**config.mk**
```make
export PLATFORM = sky130hd
export DESIGN_NAME = quadrature_position_speed_top
export DESIGN_NICKNAME = d
export VERILOG_FILES = /design/src/design/qps_pkg.sv /design/src/design/qps_mul.sv /design/src/design/qps_div.sv /design/src/design/quadrature_position_speed_top.sv
export SDC_FILE = /design/constraint.sdc
export NUM_CORES = 2
export LEC_CHECK = 0
export BUFFER_PORTS_ARGS = -buffer_cell sky130_fd_sc_hd__buf_2
export CAP_MARGIN = 15
export CORE_MARGIN = 2
export CORE_UTILIZATION = 56
export CTS_CLUSTER_DIAMETER = 50
export DETAILED_ROUTE_END_ITERATION = 12
export GPL_TIMING_DRIVEN = 1
export PLACE_DENSITY_LB_ADDON = 0.3
export SLEW_MARGIN = 20
export SYNTH_ARGS = -nofsm -noshare
export SYNTH_HDL_FRONTEND = slang
export SYNTH_SLANG_ARGS = --single-unit
```
**constraint.sdc**
```tcl
create_clock -name clk -period 12.8 [get_ports clk]
set_input_delay 1.28 -clock clk [delete_from_list [all_inputs] [get_ports clk]]
set_output_delay 1.28 -clock clk [all_outputs]
set_load 0.01 [all_outputs]
```
**src/design/qps_pkg.sv**
```systemverilog
// ----------------------------------------------------------------------------
// qps_pkg
// Shared types and constants of the quadrature position and speed block.
// ----------------------------------------------------------------------------
package qps_pkg;

	localparam int POSITION_BITS_DEF = 32;
	localparam int TIMER_BITS_DEF    = 32;

	localparam int PPR_W          = 16;
	localparam int MIN_INTERVAL_W = 10;
	localparam int CFG_INDEX_W    = 2;
	localparam int CFG_DATA_W     = 16;
	localparam int SPEED_W        = 32;
	localparam int OUT_POS_W      = 32;

	// 256000 = 1000 ms/s * 256 (Q.8)
	localparam int SCALE_W = 18;
	localparam logic [SCALE_W-1:0] SPEED_SCALE = 18'd256000;

	localparam logic [PPR_W-1:0]          PPR_RESET          = 16'd1;
	localparam logic [MIN_INTERVAL_W-1:0] MIN_INTERVAL_RESET = 10'd10;

	localparam logic [CFG_INDEX_W-1:0] REG_PULSES_PER_REV  = 2'd0;
	localparam logic [CFG_INDEX_W-1:0] REG_MIN_INTERVAL_MS = 2'd1;

	localparam logic [SPEED_W-1:0] SPEED_MAX = 32'h7FFF_FFFF;
	localparam logic [SPEED_W-1:0] SPEED_MIN = 32'h8000_0000;

	typedef enum logic [1:0] {
		STEP_NONE = 2'b00,
		STEP_UP   = 2'b01,
		STEP_DOWN = 2'b10
	} step_t;

	// index is {previous AB, current AB}
	localparam step_t STEP_TABLE [16] = '{
		STEP_NONE, STEP_DOWN, STEP_UP,   STEP_NONE,
		STEP_UP,   STEP_NONE, STEP_NONE, STEP_DOWN,
		STEP_DOWN, STEP_NONE, STEP_NONE, STEP_UP,
		STEP_NONE, STEP_UP,   STEP_DOWN, STEP_NONE
	};

	typedef struct packed {
		logic busy;
		logic ovf;
	} div_stat_t;

	typedef struct packed {
		logic [OUT_POS_W-1:0] pos;
		logic [SPEED_W-1:0]   speed;
		logic                 upd;
	} result_t;

endpackage

```
**src/design/qps_mul.sv**
```systemverilog
// ----------------------------------------------------------------------------
// qps_mul
// Bit-serial shift-add multiplier, one multiplier bit per cycle.
// ----------------------------------------------------------------------------
module qps_mul #(
	parameter int AW = 32,
	parameter int BW = 16
) (
	input  logic              clk,
	input  logic              arst_n,
	input  logic              start,
	input  logic [AW-1:0]     a,
	input  logic [BW-1:0]     b,
	output logic              busy,
	output logic [AW+BW-1:0]  product
);

	logic [BW-1:0]    mplier_q;
	logic [AW+BW-1:0] mcand_q;
	logic [AW+BW-1:0] acc_q;

	assign busy    = |mplier_q;
	assign product = acc_q;

	always_ff @(posedge clk or negedge arst_n) begin
		if (!arst_n) begin
			mplier_q <= '0;
		end else if (start) begin
			mplier_q <= b;
		end else begin
			mplier_q <= mplier_q >> 1;
		end
	end

	always_ff @(posedge clk) begin
		if (start) begin
			acc_q   <= '0;
			mcand_q <= {{BW{1'b0}}, a};
		end else if (busy) begin
			if (mplier_q[0]) begin
				acc_q <= acc_q + mcand_q;
			end
			mcand_q <= mcand_q << 1;
		end
	end

endmodule

```
**src/design/qps_div.sv**
```systemverilog
// ----------------------------------------------------------------------------
// qps_div
// Bit-serial restoring divider, one quotient bit per cycle; keeps the low
// quotient bits and flags any set bit at or above the sign position.
// ----------------------------------------------------------------------------
module qps_div #(
	parameter int NW = 50,
	parameter int DW = 48
) (
	input  logic                        clk,
	input  logic                        arst_n,
	input  logic                        start,
	input  logic [NW-1:0]               num,
	input  logic [DW-1:0]               den,
	output qps_pkg::div_stat_t          stat,
	output logic [qps_pkg::SPEED_W-1:0] quo
);
	import qps_pkg::*;

	localparam int IW = $clog2(NW);

	logic              busy_q;
	logic [IW-1:0]     idx_q;
	logic [NW-1:0]     num_q;
	logic [DW-1:0]     rem_q;
	logic [SPEED_W-1:0] quo_q;
	logic              ovf_q;

	logic [DW:0] trial;
	logic [DW:0] dif;
	logic        take;

	assign trial = {rem_q, num_q[NW-1]};
	assign dif   = trial - {1'b0, den};
	assign take  = trial >= {1'b0, den};

	assign stat.busy = busy_q;
	assign stat.ovf  = ovf_q;
	assign quo       = quo_q;

	always_ff @(posedge clk or negedge arst_n) begin
		if (!arst_n) begin
			busy_q <= 1'b0;
			idx_q  <= '0;
		end else if (start) begin
			busy_q <= 1'b1;
			idx_q  <= IW'(NW - 1);
		end else if (busy_q) begin
			if (idx_q == '0) begin
				busy_q <= 1'b0;
			end else begin
				idx_q <= idx_q - 1'b1;
			end
		end
	end

	always_ff @(posedge clk) begin
		if (start) begin
			num_q <= num;
			rem_q <= '0;
			quo_q <= '0;
			ovf_q <= 1'b0;
		end else if (busy_q) begin
			num_q <= num_q << 1;
			rem_q <= take ? dif[DW-1:0] : trial[DW-1:0];
			quo_q <= {quo_q[SPEED_W-2:0], take};
			if (take && idx_q >= IW'(SPEED_W - 1)) begin
				ovf_q <= 1'b1;
			end
		end
	end

endmodule

```
**src/design/quadrature_position_speed_top.sv**
```systemverilog
// ----------------------------------------------------------------------------
// quadrature_position_speed_top
// x4 quadrature decoder with wrapping position count and speed measurement.
// ----------------------------------------------------------------------------
// Usage:
// One input item per sampled A/B pair, with ms_tick, clear_position and
// speed_request flags; each item gives exactly one result item holding the
// position, the last speed (signed Q.8 rev/s) and an update flag.
// Items without an accepted speed update pass at one item per cycle while
// in_ready is high; their result is registered into the output stage. An
// item that starts a speed update runs two serial shift-add multiplies, for
// the numerator and the denominator, and then a serial restoring divide
// before its result is pushed, and no item is taken until it is pushed.
// Results sit in an output register backed by a one-entry skid register, so
// an item is still accepted while one result waits; with both full, in_ready
// drops until out_ready drains them.
// Reset clears position, elapsed time and speed, and sets pulses_per_rev to
// 1 and min_interval_ms to 10. The first item after reset only primes the
// stored A/B state. Configuration writes are always taken (cfg_ready high).
// ----------------------------------------------------------------------------
module quadrature_position_speed_top #(
	parameter int POSITION_BITS = qps_pkg::POSITION_BITS_DEF,
	parameter int TIMER_BITS    = qps_pkg::TIMER_BITS_DEF
) (
	input  logic                            clk,
	input  logic                            arst_n,
	input  logic                            cfg_valid,
	output logic                            cfg_ready,
	input  logic [qps_pkg::CFG_INDEX_W-1:0] cfg_index,
	input  logic [qps_pkg::CFG_DATA_W-1:0]  cfg_data,
	input  logic                            in_valid,
	output logic                            in_ready,
	input  logic                            pin_a,
	input  logic                            pin_b,
	input  logic                            ms_tick,
	input  logic                            clear_position,
	input  logic                            speed_request,
	output logic                            out_valid,
	input  logic                            out_ready,
	output logic signed [qps_pkg::OUT_POS_W-1:0] position,
	output logic signed [qps_pkg::SPEED_W-1:0]   speed_q8,
	output logic                            speed_updated
);
	import qps_pkg::*;

	localparam int NUM_W = POSITION_BITS + SCALE_W;
	localparam int DEN_W = TIMER_BITS + PPR_W;

	typedef enum logic [2:0] {
		ST_IDLE = 3'b001,
		ST_MUL  = 3'b010,
		ST_DIV  = 3'b100
	} state_t;

	state_t                    state_q;
	logic [PPR_W-1:0]          ppr_q;
	logic [MIN_INTERVAL_W-1:0] min_int_q;
	logic [1:0]                last_ab_q;
	logic                      primed_q;
	logic [POSITION_BITS-1:0]  pos_q;
	logic [POSITION_BITS-1:0]  last_pos_q;
	logic [TIMER_BITS-1:0]     elapsed_q;
	logic [SPEED_W-1:0]        speed_q;
	logic                      neg_q;
	logic [POSITION_BITS-1:0]  mag_op;
	logic [TIMER_BITS-1:0]     el_op;
	logic [PPR_W-1:0]          ppr_op;

	logic    out_valid_q;
	result_t out_q;
	logic    sk_valid_q;
	result_t sk_q;

	logic [1:0]                ab;
	step_t                     step;
	logic [POSITION_BITS-1:0]  pos_dec;
	logic [POSITION_BITS-1:0]  pos_new;
	logic [TIMER_BITS-1:0]     el_new;
	logic [MIN_INTERVAL_W-1:0] min_eff;
	logic                      spd_go;
	logic [POSITION_BITS-1:0]  diff;
	logic                      accept;
	logic                      mul_start;
	logic                      div_start;
	logic                      push_fast;
	logic                      push_slow;
	logic                      push;
	logic                      pop;
	result_t                   res;
	logic [POSITION_BITS-1:0]  res_pos_src;
	logic [POSITION_BITS+OUT_POS_W-1:0] res_pos_ext;
	logic [SPEED_W-1:0]        spd_calc;
	logic                      sat;

	logic                      num_busy;
	logic                      den_busy;
	logic [NUM_W-1:0]          num_prod;
	logic [DEN_W-1:0]          den_prod;
	div_stat_t                 div_stat;
	logic [SPEED_W-1:0]        quo;

	// decode, clear, tick, speed check
	assign ab     = {pin_a, pin_b};
	assign step   = STEP_TABLE[{last_ab_q, ab}];

	always_comb begin
		pos_dec = pos_q;
		if (primed_q) begin
			case (step)
				STEP_UP:   pos_dec = pos_q + 1'b1;
				STEP_DOWN: pos_dec = pos_q - 1'b1;
				default:   pos_dec = pos_q;
			endcase
		end
	end

	assign pos_new = clear_position ? '0 : pos_dec;
	assign el_new  = (ms_tick && elapsed_q != '1) ? elapsed_q + 1'b1 : elapsed_q;
	assign min_eff = (min_int_q == '0) ? MIN_INTERVAL_W'(1) : min_int_q;
	assign spd_go  = speed_request &&
		(el_new >= {{(TIMER_BITS - MIN_INTERVAL_W){1'b0}}, min_eff});
	assign diff    = pos_new - last_pos_q;

	assign cfg_ready = 1'b1;
	assign in_ready  = (state_q == ST_IDLE) && !sk_valid_q;
	assign accept    = in_valid && in_ready;
	assign mul_start = accept && spd_go;
	assign div_start = (state_q == ST_MUL) && !num_busy && !den_busy;
	assign push_fast = accept && !spd_go;
	assign push_slow = (state_q == ST_DIV) && !div_stat.busy;
	assign push      = push_fast || push_slow;
	assign pop       = out_valid_q && out_ready;

	// speed sign and saturation
	assign sat      = div_stat.ovf || quo[SPEED_W-1];
	assign spd_calc = neg_q ? (sat ? SPEED_MIN : (~quo + 1'b1))
	                        : (sat ? SPEED_MAX : quo);

	assign res_pos_src = push_slow ? pos_q : pos_new;
	assign res_pos_ext = {{OUT_POS_W{1'b0}}, res_pos_src};
	assign res.pos     = res_pos_ext[OUT_POS_W-1:0];
	assign res.speed   = push_slow ? spd_calc : speed_q;
	assign res.upd     = push_slow;

	qps_mul #(
		.AW(POSITION_BITS),
		.BW(SCALE_W)
	) u_num_mul (
		.clk     (clk),
		.arst_n  (arst_n),
		.start   (mul_start),
		.a       (mag_op),
		.b       (SPEED_SCALE),
		.busy    (num_busy),
		.product (num_prod)
	);

	qps_mul #(
		.AW(TIMER_BITS),
		.BW(PPR_W)
	) u_den_mul (
		.clk     (clk),
		.arst_n  (arst_n),
		.start   (mul_start),
		.a       (el_op),
		.b       (ppr_op),
		.busy    (den_busy),
		.product (den_prod)
	);

	qps_div #(
		.NW(NUM_W),
		.DW(DEN_W)
	) u_div (
		.clk    (clk),
		.arst_n (arst_n),
		.start  (div_start),
		.num    (num_prod),
		.den    (den_prod),
		.stat   (div_stat),
		.quo    (quo)
	);

	// multiplier operands, loaded at the start edge
	always_comb begin
		mag_op = diff[POSITION_BITS-1] ? (~diff + 1'b1) : diff;
		el_op  = el_new;
		ppr_op = (ppr_q == '0) ? PPR_W'(1) : ppr_q;
	end

	always_ff @(posedge clk or negedge arst_n) begin
		if (!arst_n) begin
			state_q    <= ST_IDLE;
			ppr_q      <= PPR_RESET;
			min_int_q  <= MIN_INTERVAL_RESET;
			last_ab_q  <= 2'b00;
			primed_q   <= 1'b0;
			pos_q      <= '0;
			last_pos_q <= '0;
			elapsed_q  <= '0;
			speed_q    <= '0;
			neg_q      <= 1'b0;
		end else begin
			if (cfg_valid && cfg_ready) begin
				case (cfg_index)
					REG_PULSES_PER_REV:  ppr_q     <= cfg_data[PPR_W-1:0];
					REG_MIN_INTERVAL_MS: min_int_q <= cfg_data[MIN_INTERVAL_W-1:0];
					default: ;
				endcase
			end
			case (state_q)
				ST_IDLE: begin
					if (accept) begin
						last_ab_q <= ab;
						primed_q  <= 1'b1;
						pos_q     <= pos_new;
						if (spd_go) begin
							last_pos_q <= pos_new;
							elapsed_q  <= '0;
							neg_q      <= diff[POSITION_BITS-1];
							state_q    <= ST_MUL;
						end else begin
							elapsed_q <= el_new;
						end
					end
				end
				ST_MUL: begin
					if (div_start) begin
						state_q <= ST_DIV;
					end
				end
				ST_DIV: begin
					if (push_slow) begin
						speed_q <= spd_calc;
						state_q <= ST_IDLE;
					end
				end
				default: state_q <= ST_IDLE;
			endcase
		end
	end

	// output register with skid entry
	always_ff @(posedge clk or negedge arst_n) begin
		if (!arst_n) begin
			out_valid_q <= 1'b0;
			sk_valid_q  <= 1'b0;
		end else if (!out_valid_q || pop) begin
			if (sk_valid_q) begin
				out_valid_q <= 1'b1;
				sk_valid_q  <= 1'b0;
			end else begin
				out_valid_q <= push;
			end
		end else if (push) begin
			sk_valid_q <= 1'b1;
		end
	end

	always_ff @(posedge clk) begin
		if (!out_valid_q || pop) begin
			if (sk_valid_q) begin
				out_q <= sk_q;
			end else if (push) begin
				out_q <= res;
			end
		end else if (push) begin
			sk_q <= res;
		end
	end

	assign out_valid     = out_valid_q;
	assign position      = out_q.pos;
	assign speed_q8      = out_q.speed;
	assign speed_updated = out_q.upd;

endmodule
```
# [Word level (Yosys, flattened, before mapping)]
# Memories as Yosys holds them, arrays and structs flattened.
# Cells that the tools add are included.
[totals] register_bits=661 rom_bits=32 in_bits=28 wordCells=145 n_memories=1
[classes] addsub=10 n_lt_le_gt_ge=4 n_eq_ne=12 mux=40 bitwise_logic=4 n_reduce_logical=42
[mem_list] name="(name not given)" depth=16 width=2 rd=1 rd_clocked_by_memory_dff=0 wr=0 line="quadrature_position_speed_top.sv:104" rtl="assign step = STEP_TABLE[{last_ab_q, ab}];"
[op_table] op="32-bit two-way mux" n=14
[op_table] op="65-bit two-way mux" n=2
[op_table] op="32-bit by 1-bit adder with 32-bit output (second input constant)" n=4
[op_table] op="50-bit two-way mux" n=2
[op_table] op="32-bit inverter" n=2
[op_table] op="32-bit case mux with 2 select lines" n=1
[op_table] op="50-bit adder" n=1
[op_table] op="49-bit by 48-bit >= comparator with 1-bit output" n=1
[op_table] op="48-bit adder" n=1
[op_table] op="48-bit two-way mux" n=1
[op_table] op="48-bit subtractor" n=1
[op_table] op="32-bit by 10-bit >= comparator with 1-bit output" n=1
[op_table] op="16-bit two-way mux" n=2
[op_table] op="32-bit != test (second input constant)" n=1
[op_table] op="32-bit by 1-bit subtractor with 32-bit output (second input constant)" n=1
[op_table] op="32-bit subtractor" n=1
[op_table] op="18-bit two-way mux" n=1
[op_table] op="6-bit two-way mux" n=3
[op_table] op="2-bit AND reduction" n=9
[op_table] op="18-bit OR reduction" n=1
[op_table] op="16-bit zero test" n=1
[op_table] op="16-bit OR reduction" n=1
[op_table] op="3-bit two-way mux" n=4
[op_table] op="1-bit logical AND" n=11
[op_table] op="other kinds (23)" n=45

# [Longest topological paths before layout]
[depth] depth_word=13 depth_mapped=34 mapped_depth_nobuf=29

# [Modules after synthesis]
# From an unflattened synthesis, not the netlist that was laid out.
[hier_totals] cells_unflattened=4543 area_unflattened_um2=42019.0
[modules_own_cells] mod="quadrature_position_speed_top" instances=1 cells_per_inst=2027 area_per_inst_um2=18848.1
[modules_own_cells] mod="qps_div" instances=1 cells_per_inst=941 area_per_inst_um2=8541.9
[modules_own_cells] mod="qps_mul at u_num_mul" instances=1 cells_per_inst=782 area_per_inst_um2=7440.9
[modules_own_cells] mod="qps_mul at u_den_mul" instances=1 cells_per_inst=793 area_per_inst_um2=7188.1

# [Worst setup path before layout]
# OpenSTA, ideal clock, no wires.
[synth_timing] path_kind="input to register" start="input port pin_a" end="register u_num_mul.mcand_q[30], data pin" setup_ns=0.267 arrival_ns=8.094 required_ns=12.533 setup_slack_ns=4.439 path_stages=34 n_path_buf=5 cell_sequence="xor2_1 -> nor2_1 -> ha_1 -> clkbuf_1 -> clkbuf_1 -> clkbuf_1 -> buf_1 -> xor2_1 -> ha_1 -> and3b_1 -> o21ai_0 -> a21oi_1 -> o211ai_1 -> nand2_1 -> a21o_1 -> a21oi_1 -> o21ai_0 -> xnor2_1 -> nand2_1 -> inv_1 -> ha_1 -> and3_1 -> o21a_1 -> a311o_1 -> a221o_1 -> a31o_2 -> a221oi_1 -> o2111ai_1 -> xnor2_1 -> xnor2_1 -> clkbuf_1 -> o31ai_1 -> xnor2_1 -> o21ai_0"
[synth_via] elab_chain_len=13 word_cells_on_any_way=14
[synth_rtl] item="start, declared" line="quadrature_position_speed_top.sv:33" rtl="input logic pin_a,"
[synth_rtl] item="4-bit inverter with 5-bit output (implied by the code) *" line="quadrature_position_speed_top.sv:104"
[synth_rtl] item="memory 16 x 2 bit *"
[synth_rtl] item="2-bit two-way mux (implied by the code) * (2 in a row)" line="quadrature_position_speed_top.sv:104"
[synth_rtl] item="2-bit equality test / 2-bit by 1-bit equality test with 1-bit output (equally long branches)" line="quadrature_position_speed_top.sv:109" rtl="case (step)"
[synth_rtl] item="32-bit case mux with 2 select lines *" line="quadrature_position_speed_top.sv:109"
[synth_rtl] item="32-bit two-way mux *" line="quadrature_position_speed_top.sv:108" rtl="if (primed_q) begin"
[synth_rtl] item="32-bit two-way mux *" line="quadrature_position_speed_top.sv:117" rtl="assign pos_new = clear_position ? '0 : pos_dec;"
[synth_rtl] item="via pos_new[16]" line="quadrature_position_speed_top.sv:77" rtl="logic [POSITION_BITS-1:0] pos_new;"
[synth_rtl] item="32-bit subtractor *" line="quadrature_position_speed_top.sv:122" rtl="assign diff = pos_new - last_pos_q;"
[synth_rtl] item="32-bit inverter" line="quadrature_position_speed_top.sv:186" rtl="mag_op = diff[POSITION_BITS-1] ? (~diff + 1'b1) : diff;"
[synth_rtl] item="32-bit by 1-bit adder with 32-bit output" line="quadrature_position_speed_top.sv:186"
[synth_rtl] item="32-bit two-way mux *" line="quadrature_position_speed_top.sv:186"
[synth_rtl] item="32-bit two-way mux *" line="qps_mul.sv:36" rtl="if (start) begin"
[synth_rtl] item="end signal, assigned" line="qps_mul.sv:38" rtl="mcand_q <= {{BW{1'b0}}, a};"
[synth_rtl] item="end signal, assigned" line="qps_mul.sv:43" rtl="mcand_q <= mcand_q << 1;"
[synth_rtl] item="end, declared" line="qps_mul.sv:19" rtl="logic [AW+BW-1:0] mcand_q;"
# Mark *: on every way through the listed nets, which the timed path passes. The rest lies on a longest branch. The select of a mux whose other input is x is not followed.
# A chain may end at the register's enable or synchronous reset.

# [Worst setup path after layout]
[layout_timing] start="input port pin_a" end="register u_num_mul.mcand_q[23], data pin"
# Same word-level chain as after synthesis.

==> run summary <==
Status: complete, no violations
Post-Syn Instances: 4505
DR DRC count: 0
CP required: 13.20 ns
Drt first pass iters: 8
Netlist Area Pre-Place: 39910 sq um
FP Rows: 97
Final max-slew violation count: 0
Clock tree root driver cell: clkbuf_16
CTS Hold Bufs: 0
Leak: 18.85 nW
Critical Path Source Type: input pin
Clock Latency Late Sink: 0.66 ns
Fillers: 5864
Vias: 32280
RSZ-0062 raised after global routing: no
Yosys top cell by area: edfxtp_1
Final hold violations: 0
Minimum clock period: 7.944 ns
Tightest Pin Transition: 1.110 ns
Initial antenna violation count: 1
Top post-synthesis cells by area: edfxtp_1, dfrtp_1, dfxtp_1, ha_1, nand2_1
Io pins: 96
Netlist cell types: 94
Die footprint: 73420 sq um
Total gr overflow: 0
DP HPWL: 64970 um
Max transition margin: 0.2597
Final Setup Violations: 0
Routed len/inst: 17.30 um
Hold Worst Slack: 0.4614 ns
Count leader, synth: nand2_1
Clock slew at reported path FFs: 0.06 ns
Clock Tree Buf Depth: 3
Dominant register cell in the synthesized netlist: edfxtp_1
Top-area cell type share of the netlist area: 0.1836
Layout cells sized above 1: 0.08944
Final setup TNS: 0 ns
DRT Wirelength: 94610 um
Initial DRC Count: 2550
Routability cong.: 0.9446
Critical-path top delay cell: buf_4
Synth top cells by count: nand2_1, o21ai_0, nor2_1, a21oi_1, edfxtp_1
Clock skew: 0.04066 ns
Vias in the first global route: 30950
Critical path class: in2reg
VDD IR max: 109.8 uV
Fmax: 0.1259 GHz
Postcts setup bufs: 0
Syn Nets: 4731
Register area: 16710 sq um
Fraction of registers with async set/reset: 0.3086
Initial Util: 0.5680
Largest net degree at the start of global routing: 119
Buffers on Ports: 94
Die Span Y: 271.0 um
#FFs+latches synth: 661
Hold WC Path Type: reg2reg
Worst setup EP type: register
CTS tree: built
EDFF count, synth: 244
Critical path peak fanout: 71
Tcrit/Tclk final: 0.6206
Syn. warnings: 0
Total Power: 4.659 mW
Antenna cells: 0
CP arrival: 8.35 ns
Post-CTS Resized: 0
Seq/Total Area, Yosys: 0.4184
First-pass GRT wire length: 157200 um
Max-Cap Viols: 0
CTS sink count: 661
TritonCTS buffer count: 82
Area Overhead vs Synth: 9.567%
Routed Antenna Nets: 0
Largest stage delay, worst path: 0.54 ns
Vias per cell: 5.904
Layout Utilization: 0.6223
Most used cell, CP: xnor2_1
NumNets Final: 4684
Avg Cell Area, Syn: 8.860 sq um
Core Footprint: 70270 sq um
Area of the multi-input gates: 21510 sq um
Pwr dens: 106.5 nW/um^2
Die Wd: 271.0 um
H-Tree Depth: 3
Total global-route track usage: 0.2570
worst max-delay path, delay by kind of cell:
kind / cells / cell delay (ns)
fa+ha+maj: 3 / 0.81
xor+xnor: 6 / 1.00
simple gates: 5 / 0.85
compound gates: 13 / 3.05
mux: 1 / 0.26
buf+inv: 4 / 1.04
worst paths after layout:
path                                         endpoint  cells after the start  slack (ns)    startpoint
worst max-delay path            u_num_mul.mcand_q[23]                     32        4.86         pin_a
worst min-delay path                      speed_q[31]                      2        0.46   speed_q[31]
worst max register to register  u_num_mul.mcand_q[23]                     31        5.21  last_ab_q[1]
worst min register to register            speed_q[31]                      2        0.46   speed_q[31]
max in group asynchronous       u_num_mul.mplier_q[0]                      3       10.21        arst_n
min in group asynchronous                   pos_q[31]                      1        0.54        arst_n
final cells by class:
class	instances	area share
multi-input cells	3383	0.4919
clock inverters	46	0.01382
clock buffers	108	0.05076
well taps	940	0.02689
inverters	199	0.01714
repair buffers	131	0.01742
flip-flops and latches	661	0.3821
cells in the final DEF (no fill, tap or decap), types with 93 or more instances in the layout:
cell      count
nand2_1     643
inv_1       195
mux2_2       97
ha_1        193
a21oi_1     264
edfxtp_1    244
o21ai_0     438
a21o_1      122
dfxtp_1     213
dfrtp_1     196
nor2_1      372
mux2i_1     154
xor2_1      104
xnor2_1     173
buf_2        93
logic make-up after synthesis:
| kind of cell | after synthesis | synth area share |
|---|---|---|
| and+or+nand+nor | 1470 | 0.1661 |
| AOI/OAI and AO/OA | 1184 | 0.1805 |
| DFF | 661 | 0.4184 |
| buffers and inverters | 461 | 0.04480 |
| xor gates and xnor gates | 278 | 0.06100 |
| muxes | 252 | 0.06627 |
| adders and majority gates | 198 | 0.06282 |
| other | 1 | 0.00009395 |
metrics by stage:
step	instance area [sq um]	cells	setup WS (ns)
after floorplan	39910	4505	4.439
after global placement	40900	5314	4.445
after detailed placement	40900	5314	4.289
after CTS	43720	5468	4.946
after global routing	43730	5468	4.241
final	43730	5468	4.856
per-layer routing:
metal,GRT usage,part of all wire,vias to the layer above
li1,-,-,15920
met1,0.3445,0.46,15400
met2,0.4289,0.47,764
met3,0.03213,0.042,194
met4,0.09014,0.034,0
met5,0,0,-
state kept, by name, summed over array words and instances (netlist names), 48 cells and up:
| signal | count |
|---|---|
| sk_q | 65 |
| u_div.num_q | 50 |
| u_num_mul.mcand_q | 50 |
| u_num_mul.product | 50 |
| u_den_mul.mcand_q | 48 |
| u_den_mul.product | 48 |
| u_div.rem_q | 48 |
power breakdown:
| part | leakage [nW] | total [mW] | switching, mW | internal (mW) |
|---|---|---|---|---|
| clock | 1.34 | 2.37 | 0.975 | 1.40 |
| sequential | 6.61 | 2.20 | 0.0118 | 2.19 |
| combinational | 10.9 | 0.0846 | 0.0500 | 0.0346 |
(Power assumes the default switching activity.)
